<file path="config.mk">
export PLATFORM = sky130hd
export DESIGN_NAME = wifi_rate_series_airtime_top_flat
export DESIGN_NICKNAME = d
export VERILOG_FILES = /design/src/sv/rsa_pkg.sv /design/src/sv/rsa_if.sv /design/src/sv/rsa_decode.sv /design/src/sv/rsa_symdiv.sv /design/src/sv/rsa_gi.sv /design/src/sv/rsa_finish.sv /design/src/sv/wifi_rate_series_airtime_top.sv /design/src/flat_wrapper.sv
export SDC_FILE = /design/constraint.sdc
export NUM_CORES = 2
export LEC_CHECK = 0
export ABC_CLOCK_PERIOD_IN_PS = 13910
export BUFFER_PORTS_ARGS = -buffer_cell sky130_fd_sc_hd__buf_2
export CAP_MARGIN = 20
export CORE_ASPECT_RATIO = 1.2
export CORE_MARGIN = 3
export CORE_UTILIZATION = 45
export DETAILED_ROUTE_END_ITERATION = 12
export GPL_TIMING_DRIVEN = 0
export PLACE_DENSITY = 0.61
export SLEW_MARGIN = 0
export SYNTH_ARGS = -nofsm -noshare
export SYNTH_HDL_FRONTEND = slang
export SYNTH_HIERARCHICAL = 1
export SYNTH_SLANG_ARGS = --single-unit
</file>
<file path="constraint.sdc">
create_clock -name clk -period 13.91 [get_ports clk]
set_input_delay 2.782 -clock clk [delete_from_list [all_inputs] [get_ports clk]]
set_output_delay 2.782 -clock clk [all_outputs]
set_load 0.01 [all_outputs]
</file>
<file path="src/sv/rsa_pkg.sv">
// ----------------------------------------------------------------------------
// rsa_pkg
// Shared types, constants and lookup functions for the rate series airtime
// pipeline.
// ----------------------------------------------------------------------------
package rsa_pkg;

  localparam int unsigned MAX_FRAME_BYTES_DEF = 8191;

  localparam logic [1:0] MODE_CCK  = 2'd0;
  localparam logic [1:0] MODE_OFDM = 2'd1;
  localparam logic [1:0] MODE_HT   = 2'd2;
  localparam logic [1:0] MODE_RSVD = 2'd3;

  localparam logic [2:0] CRATE_0 = 3'd0;
  localparam logic [2:0] CRATE_2 = 3'd2;
  localparam logic [2:0] CRATE_4 = 3'd4;

  // reciprocal divide: q = (x * mult) >> RECIP_SHIFT
  localparam int unsigned RECIP_SHIFT = 24;
  localparam int unsigned MULT_W      = 23;
  localparam int unsigned DIV_W       = 17;
  localparam int unsigned PROD_W      = DIV_W + MULT_W;

  // divide by five: ceil(2^19 / 5)
  localparam int unsigned FIVE_SHIFT = 19;
  localparam logic [16:0] FIVE_MULT  = 17'd104858;

  localparam logic [17:0] AIRTIME_MAX = 18'd131071;
  localparam logic [17:0] LSIG_MAX    = 18'd16383;

  typedef struct packed {
    logic               one;   // no odd divisor, shift only
    logic               x2;    // dividend is twice the bit count
    logic [2:0]         sh;    // power-of-two part of the divisor
    logic [9:0]         add;   // rounding and service bits
    logic [MULT_W-1:0]  mult;  // reciprocal of the odd part
  } rsa_div_t;

  typedef struct packed {
    logic       is_cck;
    logic       is_ht;
    logic       shrt;
    logic [8:0] ack;
    logic [8:0] cts;
    logic       ctrl_phy_mode;
    logic [2:0] ctrl_rate_index;
    logic       ctrl_short;
    logic [7:0] try_limit;
    logic       no_ack_policy;
    logic       rts_cts_enable;
    logic       last_series_mark;
  } rsa_side_t;

  typedef struct packed {
    logic        ctrl_phy_mode;
    logic [2:0]  ctrl_rate_index;
    logic        ctrl_short;
    logic [16:0] frame_airtime;
    logic [8:0]  ack_duration;
    logic [16:0] nav_duration;
    logic [13:0] legacy_length;
    logic [7:0]  try_limit;
    logic        no_ack_policy;
    logic        rts_cts_enable;
    logic        last_series_mark;
  } rsa_res_t;

  localparam logic [MULT_W-1:0] M3   = 23'd5592406;
  localparam logic [MULT_W-1:0] M9   = 23'd1864136;
  localparam logic [MULT_W-1:0] M11  = 23'd1525202;
  localparam logic [MULT_W-1:0] M13  = 23'd1290556;
  localparam logic [MULT_W-1:0] M27  = 23'd621379;
  localparam logic [MULT_W-1:0] M39  = 23'd430186;
  localparam logic [MULT_W-1:0] M65  = 23'd258112;
  localparam logic [MULT_W-1:0] M81  = 23'd207127;
  localparam logic [MULT_W-1:0] M117 = 23'd143396;
  localparam logic [MULT_W-1:0] M135 = 23'd124276;
  localparam logic [MULT_W-1:0] M243 = 23'd69043;

  function automatic rsa_div_t mk(logic one, logic x2, logic [2:0] sh, logic [9:0] add,
                                  logic [MULT_W-1:0] mult);
    rsa_div_t d;
    d.one = one; d.x2 = x2; d.sh = sh; d.add = add; d.mult = mult;
    return d;
  endfunction

  // divisor setup; mode already folded (reserved -> OFDM)
  function automatic rsa_div_t div_setup(logic [1:0] mode, logic [2:0] idx, logic wide);
    rsa_div_t d;
    d = mk(1'b1, 1'b0, 3'd0, 10'd0, '0);
    case (mode)
      MODE_CCK: begin
        case (idx[1:0])
          2'd0:    d = mk(1'b1, 1'b0, 3'd0, 10'd0, '0);
          2'd1:    d = mk(1'b1, 1'b0, 3'd1, 10'd1, '0);
          2'd2:    d = mk(1'b0, 1'b1, 3'd0, 10'd10, M11);
          default: d = mk(1'b0, 1'b0, 3'd0, 10'd10, M11);
        endcase
      end
      MODE_HT: begin
        if (!wide) begin
          case (idx)
            3'd0:    d = mk(1'b0, 1'b0, 3'd1, 10'd47, M13);
            3'd1:    d = mk(1'b0, 1'b0, 3'd2, 10'd73, M13);
            3'd2:    d = mk(1'b0, 1'b0, 3'd1, 10'd99, M39);
            3'd3:    d = mk(1'b0, 1'b0, 3'd3, 10'd125, M13);
            3'd4:    d = mk(1'b0, 1'b0, 3'd2, 10'd177, M39);
            3'd5:    d = mk(1'b0, 1'b0, 3'd4, 10'd229, M13);
            3'd6:    d = mk(1'b0, 1'b0, 3'd1, 10'd255, M117);
            default: d = mk(1'b0, 1'b0, 3'd2, 10'd281, M65);
          endcase
        end else begin
          case (idx)
            3'd0:    d = mk(1'b0, 1'b0, 3'd1, 10'd75, M27);
            3'd1:    d = mk(1'b0, 1'b0, 3'd2, 10'd129, M27);
            3'd2:    d = mk(1'b0, 1'b0, 3'd1, 10'd183, M81);
            3'd3:    d = mk(1'b0, 1'b0, 3'd3, 10'd237, M27);
            3'd4:    d = mk(1'b0, 1'b0, 3'd2, 10'd345, M81);
            3'd5:    d = mk(1'b0, 1'b0, 3'd4, 10'd453, M27);
            3'd6:    d = mk(1'b0, 1'b0, 3'd1, 10'd507, M243);
            default: d = mk(1'b0, 1'b0, 3'd2, 10'd561, M135);
          endcase
        end
      end
      default: begin
        case (idx)
          3'd0:    d = mk(1'b0, 1'b0, 3'd3, 10'd45, M3);
          3'd1:    d = mk(1'b0, 1'b0, 3'd2, 10'd57, M9);
          3'd2:    d = mk(1'b0, 1'b0, 3'd4, 10'd69, M3);
          3'd3:    d = mk(1'b0, 1'b0, 3'd3, 10'd93, M9);
          3'd4:    d = mk(1'b0, 1'b0, 3'd5, 10'd117, M3);
          3'd5:    d = mk(1'b0, 1'b0, 3'd4, 10'd165, M9);
          3'd6:    d = mk(1'b0, 1'b0, 3'd6, 10'd213, M3);
          default: d = mk(1'b0, 1'b0, 3'd3, 10'd237, M27);
        endcase
      end
    endcase
    return d;
  endfunction

  // 14-byte control response airtime plus SIFS
  function automatic logic [8:0] resp_time(logic cck, logic [2:0] cidx, logic cshort);
    logic [8:0] t;
    if (cck) begin
      t = cshort ? 9'd218 : 9'd314;
    end else begin
      case (cidx)
        CRATE_0: t = 9'd60;
        CRATE_2: t = 9'd48;
        default: t = 9'd44;
      endcase
    end
    return t;
  endfunction

endpackage

</file>
<file path="src/sv/rsa_if.sv">
// ----------------------------------------------------------------------------
// rsa_in_if / rsa_out_if
// Valid/ready channels carrying one rate series word and one result word.
// ----------------------------------------------------------------------------
interface rsa_in_if;
  logic        valid;
  logic        ready;
  logic [1:0]  phy_mode;
  logic [2:0]  rate_sel;
  logic        short_flag;
  logic        wide_40;
  logic [12:0] frame_length;
  logic [7:0]  tries_allowed;
  logic        unicast;
  logic        use_rts;
  logic        final_series;

  modport source (output valid, phy_mode, rate_sel, short_flag, wide_40, frame_length,
                  tries_allowed, unicast, use_rts, final_series, input ready);
  modport sink (input valid, phy_mode, rate_sel, short_flag, wide_40, frame_length,
                tries_allowed, unicast, use_rts, final_series, output ready);
endinterface

interface rsa_out_if;
  logic        valid;
  logic        ready;
  logic        ctrl_phy_mode;
  logic [2:0]  ctrl_rate_index;
  logic        ctrl_short;
  logic [16:0] frame_airtime;
  logic [8:0]  ack_duration;
  logic [16:0] nav_duration;
  logic [13:0] legacy_length;
  logic [7:0]  try_limit;
  logic        no_ack_policy;
  logic        rts_cts_enable;
  logic        last_series_mark;

  modport source (output valid, ctrl_phy_mode, ctrl_rate_index, ctrl_short, frame_airtime,
                  ack_duration, nav_duration, legacy_length, try_limit, no_ack_policy,
                  rts_cts_enable, last_series_mark, input ready);
  modport sink (input valid, ctrl_phy_mode, ctrl_rate_index, ctrl_short, frame_airtime,
                ack_duration, nav_duration, legacy_length, try_limit, no_ack_policy,
                rts_cts_enable, last_series_mark, output ready);
endinterface

</file>
<file path="src/sv/rsa_decode.sv">
// ----------------------------------------------------------------------------
// rsa_decode
// Stage 1: mode fold, length clamp, control rate and divisor setup.
// ----------------------------------------------------------------------------
module rsa_decode import rsa_pkg::*; #(
  parameter int unsigned MAX_FRAME_BYTES = MAX_FRAME_BYTES_DEF
) (
  input  logic                 clk,
  input  logic                 rst_n,
  input  logic                 en,
  input  logic                 in_valid,
  input  logic [1:0]           phy_mode,
  input  logic [2:0]           rate_sel,
  input  logic                 short_flag,
  input  logic                 wide_40,
  input  logic [12:0]          frame_length,
  input  logic [7:0]           tries_allowed,
  input  logic                 unicast,
  input  logic                 use_rts,
  input  logic                 final_series,
  output logic                 valid_r,
  output logic [DIV_W-1:0]     x_r,
  output logic                 one_r,
  output logic [MULT_W-1:0]    mult_r,
  output rsa_side_t            side_r
);

  logic [1:0]  mode;
  logic [12:0] len;
  logic [15:0] bits;
  logic [16:0] y;
  rsa_div_t    d;
  rsa_side_t   side_nxt;
  logic [8:0]  resp;

  always_comb begin
    mode = (phy_mode == MODE_RSVD) ? MODE_OFDM : phy_mode;
    len  = (32'(frame_length) > MAX_FRAME_BYTES) ? 13'(MAX_FRAME_BYTES) : frame_length;
    bits = {len, 3'b000};
    d    = div_setup(mode, rate_sel, wide_40);
    y    = (d.x2 ? {bits, 1'b0} : {1'b0, bits}) + 17'(d.add);

    side_nxt.is_cck = (mode == MODE_CCK);
    side_nxt.is_ht  = (mode == MODE_HT);
    side_nxt.shrt   = short_flag;
    if (mode == MODE_CCK) begin
      side_nxt.ctrl_phy_mode   = 1'b0;
      side_nxt.ctrl_rate_index = CRATE_0;
      side_nxt.ctrl_short      = short_flag;
    end else if (mode == MODE_OFDM) begin
      side_nxt.ctrl_phy_mode   = 1'b1;
      side_nxt.ctrl_rate_index = (rate_sel <= 3'd2) ? CRATE_0 :
                                 (rate_sel <= 3'd4) ? CRATE_2 : CRATE_4;
      side_nxt.ctrl_short      = 1'b0;
    end else begin
      side_nxt.ctrl_phy_mode   = 1'b1;
      side_nxt.ctrl_rate_index = (rate_sel <= 3'd1) ? CRATE_0 :
                                 (rate_sel <= 3'd3) ? CRATE_2 : CRATE_4;
      side_nxt.ctrl_short      = 1'b0;
    end
    resp = resp_time(side_nxt.is_cck, side_nxt.ctrl_rate_index, side_nxt.ctrl_short);
    side_nxt.cts              = resp;
    side_nxt.ack              = unicast ? resp : 9'd0;
    side_nxt.try_limit        = tries_allowed;
    side_nxt.no_ack_policy    = ~unicast;
    side_nxt.rts_cts_enable   = use_rts;
    side_nxt.last_series_mark = final_series;
  end

  always_ff @(posedge clk) begin
    if (!rst_n) begin
      valid_r <= 1'b0;
    end else if (en) begin
      valid_r <= in_valid;
    end
  end

  always_ff @(posedge clk) begin
    if (en) begin
      x_r    <= y >> d.sh;
      one_r  <= d.one;
      mult_r <= d.mult;
      side_r <= side_nxt;
    end
  end

endmodule

</file>
<file path="src/sv/rsa_symdiv.sv">
// ----------------------------------------------------------------------------
// rsa_symdiv
// Stage 2: symbol / microsecond count by reciprocal multiply.
// ----------------------------------------------------------------------------
module rsa_symdiv import rsa_pkg::*; (
  input  logic              clk,
  input  logic              rst_n,
  input  logic              en,
  input  logic              valid_i,
  input  logic [DIV_W-1:0]  x_i,
  input  logic              one_i,
  input  logic [MULT_W-1:0] mult_i,
  input  rsa_side_t         side_i,
  output logic              valid_r,
  output logic [DIV_W-1:0]  q_r,
  output rsa_side_t         side_r
);

  logic [PROD_W-1:0] prod;

  assign prod = PROD_W'(x_i) * PROD_W'(mult_i);

  always_ff @(posedge clk) begin
    if (!rst_n) begin
      valid_r <= 1'b0;
    end else if (en) begin
      valid_r <= valid_i;
    end
  end

  always_ff @(posedge clk) begin
    if (en) begin
      q_r    <= one_i ? x_i : DIV_W'(prod >> RECIP_SHIFT);
      side_r <= side_i;
    end
  end

endmodule

</file>
<file path="src/sv/rsa_gi.sv">
// ----------------------------------------------------------------------------
// rsa_gi
// Stages 3-4: base airtime per PHY and the short GI 3.6 us symbol time.
// ----------------------------------------------------------------------------
module rsa_gi import rsa_pkg::*; (
  input  logic             clk,
  input  logic             rst_n,
  input  logic             en,
  input  logic             valid_i,
  input  logic [DIV_W-1:0] q_i,
  input  rsa_side_t        side_i,
  output logic             valid_r,
  output logic [17:0]      frame_r,
  output logic [13:0]      q5_r,
  output rsa_side_t        side_r
);

  logic [17:0] frame_nxt;
  logic [15:0] sgi_nxt;
  logic        v3_r;
  logic [17:0] f3_r;
  logic [15:0] sgi_r;
  rsa_side_t   s3_r;
  logic [32:0] prod5;

  always_comb begin
    if (side_i.is_cck) begin
      frame_nxt = 18'(q_i) + (side_i.shrt ? 18'd106 : 18'd202);
    end else if (side_i.is_ht) begin
      frame_nxt = {q_i[15:0], 2'b00} + 18'd52;
    end else begin
      frame_nxt = {q_i[15:0], 2'b00} + 18'd36;
    end
    // HT symbol count stays below 4096
    sgi_nxt = 16'(q_i[11:0]) * 16'd18 + 16'd4;
  end

  assign prod5 = 33'(sgi_r) * 33'(FIVE_MULT);

  always_ff @(posedge clk) begin
    if (!rst_n) begin
      v3_r    <= 1'b0;
      valid_r <= 1'b0;
    end else if (en) begin
      v3_r    <= valid_i;
      valid_r <= v3_r;
    end
  end

  always_ff @(posedge clk) begin
    if (en) begin
      f3_r    <= frame_nxt;
      sgi_r   <= sgi_nxt;
      s3_r    <= side_i;
      frame_r <= f3_r;
      q5_r    <= 14'(prod5 >> FIVE_SHIFT);
      side_r  <= s3_r;
    end
  end

endmodule

</file>
<file path="src/sv/rsa_finish.sv">
// ----------------------------------------------------------------------------
// rsa_finish
// Stage 5: final airtime, NAV, L-SIG length, saturation; output register.
// ----------------------------------------------------------------------------
module rsa_finish import rsa_pkg::*; (
  input  logic        clk,
  input  logic        rst_n,
  input  logic        en,
  input  logic        valid_i,
  input  logic [17:0] frame_i,
  input  logic [13:0] q5_i,
  input  rsa_side_t   side_i,
  output logic        valid_r,
  output rsa_res_t    res_r
);

  logic [15:0] t_sgi;
  logic [17:0] frame;
  logic [18:0] nav;
  logic [15:0] lq;
  logic [17:0] lsig;
  rsa_res_t    res_nxt;

  always_comb begin
    t_sgi = (16'(q5_i) + 16'd3) & 16'hFFFC;
    frame = (side_i.is_ht && side_i.shrt) ? (18'(t_sgi) + 18'd52) : frame_i;
    nav   = side_i.rts_cts_enable ?
            (19'(frame) + 19'(side_i.ack) + 19'(side_i.cts)) : 19'd0;
    lq    = 16'((frame - 18'd33) >> 2);
    lsig  = side_i.is_ht ? (18'(lq) * 18'd3 - 18'd3) : 18'd0;

    res_nxt.ctrl_phy_mode    = side_i.ctrl_phy_mode;
    res_nxt.ctrl_rate_index  = side_i.ctrl_rate_index;
    res_nxt.ctrl_short       = side_i.ctrl_short;
    res_nxt.frame_airtime    = (frame > AIRTIME_MAX) ? 17'(AIRTIME_MAX) : frame[16:0];
    res_nxt.ack_duration     = side_i.ack;
    res_nxt.nav_duration     = (nav > 19'(AIRTIME_MAX)) ? 17'(AIRTIME_MAX) : nav[16:0];
    res_nxt.legacy_length    = (lsig > LSIG_MAX) ? 14'(LSIG_MAX) : lsig[13:0];
    res_nxt.try_limit        = side_i.try_limit;
    res_nxt.no_ack_policy    = side_i.no_ack_policy;
    res_nxt.rts_cts_enable   = side_i.rts_cts_enable;
    res_nxt.last_series_mark = side_i.last_series_mark;
  end

  always_ff @(posedge clk) begin
    if (!rst_n) begin
      valid_r <= 1'b0;
    end else if (en) begin
      valid_r <= valid_i;
    end
  end

  always_ff @(posedge clk) begin
    if (en) begin
      res_r <= res_nxt;
    end
  end

endmodule

</file>
<file path="src/sv/wifi_rate_series_airtime_top.sv">
// ----------------------------------------------------------------------------
// wifi_rate_series_airtime_top
// Descriptor timing values for one 802.11 transmit rate series.
// ----------------------------------------------------------------------------
// Usage:
//   in_if  : one word per rate series (PHY mode, rate, short/GI, 40 MHz,
//            length, tries, unicast/RTS/last flags); valid/ready.
//   out_if : one result word per input word, in order: control response
//            rate, airtime incl. SIFS, ACK time, RTS/CTS NAV, HT L-SIG
//            length and the pass-through flags.
//   Five register stages (decode, symdiv, two in gi, finish); one word per
//   cycle is sustained while the receiver holds ready high. The stage
//   count is set by the two reciprocal multipliers (symbol count, then the
//   short GI divide by five), each followed by a register.
//   All stages advance together; when the receiver holds ready low with a
//   word waiting, the whole pipe freezes and in_if.ready drops, so no word
//   is lost or repeated. Bubbles advance, so an empty output stage never
//   blocks input.
//   Reset (rst_n low, synchronous) clears all valid bits; data registers
//   are not reset.
// ----------------------------------------------------------------------------
module wifi_rate_series_airtime_top import rsa_pkg::*; #(
  parameter int unsigned MAX_FRAME_BYTES = MAX_FRAME_BYTES_DEF
) (
  input  logic      clk,
  input  logic      rst_n,
  rsa_in_if.sink    in_if,
  rsa_out_if.source out_if
);

  logic              en;

  logic              v1;
  logic [DIV_W-1:0]  x1;
  logic              one1;
  logic [MULT_W-1:0] mult1;
  rsa_side_t         side1;

  logic              v2;
  logic [DIV_W-1:0]  q2;
  rsa_side_t         side2;

  logic              v4;
  logic [17:0]       frame4;
  logic [13:0]       q5_4;
  rsa_side_t         side4;

  logic              v5;
  rsa_res_t          res5;

  // global advance: output empty or being taken
  assign en          = !v5 || out_if.ready;
  assign in_if.ready = en;

  rsa_decode #(.MAX_FRAME_BYTES(MAX_FRAME_BYTES)) u_decode (
    .clk          (clk),
    .rst_n        (rst_n),
    .en           (en),
    .in_valid     (in_if.valid),
    .phy_mode     (in_if.phy_mode),
    .rate_sel     (in_if.rate_sel),
    .short_flag   (in_if.short_flag),
    .wide_40      (in_if.wide_40),
    .frame_length (in_if.frame_length),
    .tries_allowed(in_if.tries_allowed),
    .unicast      (in_if.unicast),
    .use_rts      (in_if.use_rts),
    .final_series (in_if.final_series),
    .valid_r      (v1),
    .x_r          (x1),
    .one_r        (one1),
    .mult_r       (mult1),
    .side_r       (side1)
  );

  rsa_symdiv u_symdiv (
    .clk    (clk),
    .rst_n  (rst_n),
    .en     (en),
    .valid_i(v1),
    .x_i    (x1),
    .one_i  (one1),
    .mult_i (mult1),
    .side_i (side1),
    .valid_r(v2),
    .q_r    (q2),
    .side_r (side2)
  );

  rsa_gi u_gi (
    .clk    (clk),
    .rst_n  (rst_n),
    .en     (en),
    .valid_i(v2),
    .q_i    (q2),
    .side_i (side2),
    .valid_r(v4),
    .frame_r(frame4),
    .q5_r   (q5_4),
    .side_r (side4)
  );

  rsa_finish u_finish (
    .clk    (clk),
    .rst_n  (rst_n),
    .en     (en),
    .valid_i(v4),
    .frame_i(frame4),
    .q5_i   (q5_4),
    .side_i (side4),
    .valid_r(v5),
    .res_r  (res5)
  );

  assign out_if.valid            = v5;
  assign out_if.ctrl_phy_mode    = res5.ctrl_phy_mode;
  assign out_if.ctrl_rate_index  = res5.ctrl_rate_index;
  assign out_if.ctrl_short       = res5.ctrl_short;
  assign out_if.frame_airtime    = res5.frame_airtime;
  assign out_if.ack_duration     = res5.ack_duration;
  assign out_if.nav_duration     = res5.nav_duration;
  assign out_if.legacy_length    = res5.legacy_length;
  assign out_if.try_limit        = res5.try_limit;
  assign out_if.no_ack_policy    = res5.no_ack_policy;
  assign out_if.rts_cts_enable   = res5.rts_cts_enable;
  assign out_if.last_series_mark = res5.last_series_mark;

endmodule
</file>
<file path="src/flat_wrapper.sv">
// flat-port wrapper written by rule: the top's interface ports become plain ports
module wifi_rate_series_airtime_top_flat import rsa_pkg::*;
#(
  parameter int unsigned MAX_FRAME_BYTES = MAX_FRAME_BYTES_DEF
)
  (clk, rst_n, in_if_valid, in_if_phy_mode, in_if_rate_sel, in_if_short_flag, in_if_wide_40, in_if_frame_length, in_if_tries_allowed, in_if_unicast, in_if_use_rts, in_if_final_series, in_if_ready, out_if_valid, out_if_ctrl_phy_mode, out_if_ctrl_rate_index, out_if_ctrl_short, out_if_frame_airtime, out_if_ack_duration, out_if_nav_duration, out_if_legacy_length, out_if_try_limit, out_if_no_ack_policy, out_if_rts_cts_enable, out_if_last_series_mark, out_if_ready);
  rsa_in_if in_if_i ();
  rsa_out_if out_if_i ();
  input  logic clk;
  input  logic rst_n;
  input wire logic [$bits(in_if_i.valid)-1:0] in_if_valid;
  input wire logic [$bits(in_if_i.phy_mode)-1:0] in_if_phy_mode;
  input wire logic [$bits(in_if_i.rate_sel)-1:0] in_if_rate_sel;
  input wire logic [$bits(in_if_i.short_flag)-1:0] in_if_short_flag;
  input wire logic [$bits(in_if_i.wide_40)-1:0] in_if_wide_40;
  input wire logic [$bits(in_if_i.frame_length)-1:0] in_if_frame_length;
  input wire logic [$bits(in_if_i.tries_allowed)-1:0] in_if_tries_allowed;
  input wire logic [$bits(in_if_i.unicast)-1:0] in_if_unicast;
  input wire logic [$bits(in_if_i.use_rts)-1:0] in_if_use_rts;
  input wire logic [$bits(in_if_i.final_series)-1:0] in_if_final_series;
  output wire logic [$bits(in_if_i.ready)-1:0] in_if_ready;
  output wire logic [$bits(out_if_i.valid)-1:0] out_if_valid;
  output wire logic [$bits(out_if_i.ctrl_phy_mode)-1:0] out_if_ctrl_phy_mode;
  output wire logic [$bits(out_if_i.ctrl_rate_index)-1:0] out_if_ctrl_rate_index;
  output wire logic [$bits(out_if_i.ctrl_short)-1:0] out_if_ctrl_short;
  output wire logic [$bits(out_if_i.frame_airtime)-1:0] out_if_frame_airtime;
  output wire logic [$bits(out_if_i.ack_duration)-1:0] out_if_ack_duration;
  output wire logic [$bits(out_if_i.nav_duration)-1:0] out_if_nav_duration;
  output wire logic [$bits(out_if_i.legacy_length)-1:0] out_if_legacy_length;
  output wire logic [$bits(out_if_i.try_limit)-1:0] out_if_try_limit;
  output wire logic [$bits(out_if_i.no_ack_policy)-1:0] out_if_no_ack_policy;
  output wire logic [$bits(out_if_i.rts_cts_enable)-1:0] out_if_rts_cts_enable;
  output wire logic [$bits(out_if_i.last_series_mark)-1:0] out_if_last_series_mark;
  input wire logic [$bits(out_if_i.ready)-1:0] out_if_ready;
  assign in_if_i.valid = in_if_valid;
  assign in_if_i.phy_mode = in_if_phy_mode;
  assign in_if_i.rate_sel = in_if_rate_sel;
  assign in_if_i.short_flag = in_if_short_flag;
  assign in_if_i.wide_40 = in_if_wide_40;
  assign in_if_i.frame_length = in_if_frame_length;
  assign in_if_i.tries_allowed = in_if_tries_allowed;
  assign in_if_i.unicast = in_if_unicast;
  assign in_if_i.use_rts = in_if_use_rts;
  assign in_if_i.final_series = in_if_final_series;
  assign in_if_ready = in_if_i.ready;
  assign out_if_valid = out_if_i.valid;
  assign out_if_ctrl_phy_mode = out_if_i.ctrl_phy_mode;
  assign out_if_ctrl_rate_index = out_if_i.ctrl_rate_index;
  assign out_if_ctrl_short = out_if_i.ctrl_short;
  assign out_if_frame_airtime = out_if_i.frame_airtime;
  assign out_if_ack_duration = out_if_i.ack_duration;
  assign out_if_nav_duration = out_if_i.nav_duration;
  assign out_if_legacy_length = out_if_i.legacy_length;
  assign out_if_try_limit = out_if_i.try_limit;
  assign out_if_no_ack_policy = out_if_i.no_ack_policy;
  assign out_if_rts_cts_enable = out_if_i.rts_cts_enable;
  assign out_if_last_series_mark = out_if_i.last_series_mark;
  assign out_if_i.ready = out_if_ready;
  wifi_rate_series_airtime_top #(.MAX_FRAME_BYTES(MAX_FRAME_BYTES)) u_core (.clk(clk), .rst_n(rst_n), .in_if(in_if_i), .out_if(out_if_i));
endmodule
</file>
==> reports/summary.txt <==
Status - complete, no violations
Worst r2r dst - u_core/u_symdiv/q_r[15]
Layout net count - 4417
Skew final - 0.01642 ns
RSZ-0062 raised after global routing - false
Cells after Synth - 3521
Syn. warnings - 6
CTS Root Cell - clkbuf_16
Vias in the first global route - 25410
Slew @ Worst Pin - 1.047 ns
Hold Buf Count CTS - 0
Sink Count - 338
Setup Fix Bufs, Post-CTS - 0
Final setup vio count - 0
R2r setup slk - 6.38 ns
Post-CTS Resized - 0
CP cell instances - clkbuf_1 > nand2_1 > fa_1 > inv_1 > fa_1 > fa_1 > fa_1 > fa_1 > inv_1 > fa_1 > inv_1 > ha_1 > a21oi_1 > o21a_1 > nand4_1 > a21oi_1 > o32ai_1 > mux2i_1 > nor3_1
FF+latch area - 10100 sq um
Initial antenna violation count - 1
DIE WIDTH - 261 microns
DP Cell Count - 4652
Minimum clock period after layout - 7.531 ns
Die H - 312 microns
Drt pass-1 iters - 5
CP peak stage delay - 0.83 ns
CP top delay family - adder cells
Cells on worst reg2reg path - 19
Fin. Hold Viols - 0
Remaining DRCs - 0
Final std cells w/o fill - 4720
Critical path class - reg2reg
RePlAce Congestion - 0.9188
CTS clk-pin slew, worst paths - 0.06 ns
Buffers and inverters on the worst path - 4
Final WL - 85690 microns
Area of the mapped netlist - 35110 sq um
Max-slew violations - 0
Achievable clock frequency - 132.8 MHz
CP endpoint - u_core/u_symdiv/q_r[15]
Num rows - 111
Crit path depth - 19
Hpwl dp - 70560 microns
Syn avg cell area - 9.973 sq um
Crit path from - u_core/u_decode/x_r[10]
Largest net degree at the start of global routing - 75
Period utilization - 0.5414
CP Capture Type - register
Antenna cells - 0
Largest fanout on the critical path - 10
Die area - 81430 sq um
Startpoint types - register
Worst path required time - 14.29 ns
CTS Buf Count - 37
Gr usage total - 0.2126
Starting Density - 0.4572
Worst skew pair latency - 0.55 ns
# IOs - 110
# H-tree levels - 2
First-pass GRT wire length - 137200 microns
Clock Tree Buf Depth - 3
Fillers - 7090
Grt ovf - 0
Worst Hold Class - reg2reg
DRC marker count from the first detailed-route iteration - 1403
Port Buf Inserts - 106
Per-cell routed wire length - 18.15 microns
Multi-input gate area - 22000 sq um
Layout area overhead - 9.500%
Share of cells above drive strength 1 - 0.08102
Vias post-DR - 24940
Core ar. - 76800 sq um
Headroom to the max-slew limit - 0.2965
Most used cell, CP - fa_1
WP data arrival - 7.91 ns
R2r startpoint - u_core/u_decode/x_r[10]
Slowest library cell on the worst path - clkbuf_1
Via density - 5.284
Maxcap violations - 0
DRT antenna net count - 0
TritonCTS clock tree - built
Hold depth - 0
[flip-flops by register name, summed over array words and instances, names as in the netlist, 14 cells and up]
register / flops
u_core/u_decode/mult_r: 21
u_core/u_decode/side_r: 30
u_core/u_decode/x_r: 17
u_core/u_finish/res_r: 73
u_core/u_gi/f3_r: 18
u_core/u_gi/frame_r: 18
u_core/u_gi/q5_r: 14
u_core/u_gi/s3_r: 36
u_core/u_gi/sgi_r: 15
u_core/u_gi/side_r: 36
u_core/u_symdiv/q_r: 17
u_core/u_symdiv/side_r: 37
[worst min-delay path by stage]
stage | endpoint | slack, ns | startpoint
after floorplan | u_core/u_finish/res_r[0] | 0.40 | u_core/u_gi/side_r[0]
after global placement | u_core/u_finish/res_r[3] | 0.40 | u_core/u_gi/side_r[3]
after detailed placement | u_core/u_gi/s3_r[11] | 0.40 | u_core/u_symdiv/side_r[11]
after CTS | u_core/u_gi/s3_r[19] | 0.41 | u_core/u_symdiv/side_r[19]
after global routing | u_core/u_gi/s3_r[19] | 0.41 | u_core/u_symdiv/side_r[19]
final | u_core/u_gi/s3_r[19] | 0.41 | u_core/u_symdiv/side_r[19]
[area by class of cell]
type | count | share of cell area
buffer | 147 | 0.01865
clock buffer | 39 | 0.02428
clock inverter | 29 | 0.01152
inverter | 617 | 0.06023
multi-input combinational | 2422 | 0.5722
sequential | 338 | 0.2627
tap | 1017 | 0.03309
timing repair buffer | 111 | 0.01738
[through the flow]
stage | hold slack [ns] | setup slack [ns] | area (sq um) | utilization | setup TNS [ns]
finish | 0.4069 | 6.379 | 38450 | 0.5006 | 0
global route | 0.4138 | 6.161 | 38450 | 0.5006 | 0
CTS | 0.4117 | 6.490 | 38450 | 0.5006 | 0
detailed placement | 0.4045 | 6.132 | 37070 | 0.4827 | 0
global placement | 0.4003 | -4.051 | 36930 | 0.4808 | -290.74
floorplan | 0.4003 | 0.1553 | 35120 | - | 0
[layout by cell type, fill, tap and decap left out, types with 8 or more instances in the layout]
cell,instances
inv_1,613
nand2_1,462
fa_1,397
edfxtp_1,333
ha_1,311
and2_1,165
a21oi_1,155
nor2_1,137
buf_2,123
clkbuf_1,100
xnor2_1,83
o21ai_0,78
xor2_1,48
nor3_1,45
o21a_1,42
nand3_1,38
clkbuf_16,37
a21o_1,36
mux2i_1,26
nand4_1,25
and3_1,23
o21ai_1,22
nor2b_1,20
a211oi_1,20
o211ai_1,18
o31ai_1,16
buf_4,15
a31oi_1,15
nand2b_1,15
buf_6,11
o22ai_1,11
bufinv_16,10
clkinv_1,10
or3_1,10
a22oi_1,8
o21bai_1,8
nor4_1,8
[routing by layer]
layer / wire length, microns / vias up / GRT usage
li1: - / 11910 / -
met1: 35180 / 12310 / 0.2653
met2: 44150 / 570 / 0.3847
met3: 3440 / 149 / 0.02164
met4: 2920 / 0 / 0.06857
met5: 0 / - / 0
Power is left out: the tool's default activity adds up to more than one toggle a clock period on the data nets, which glitch-free logic cannot reach.
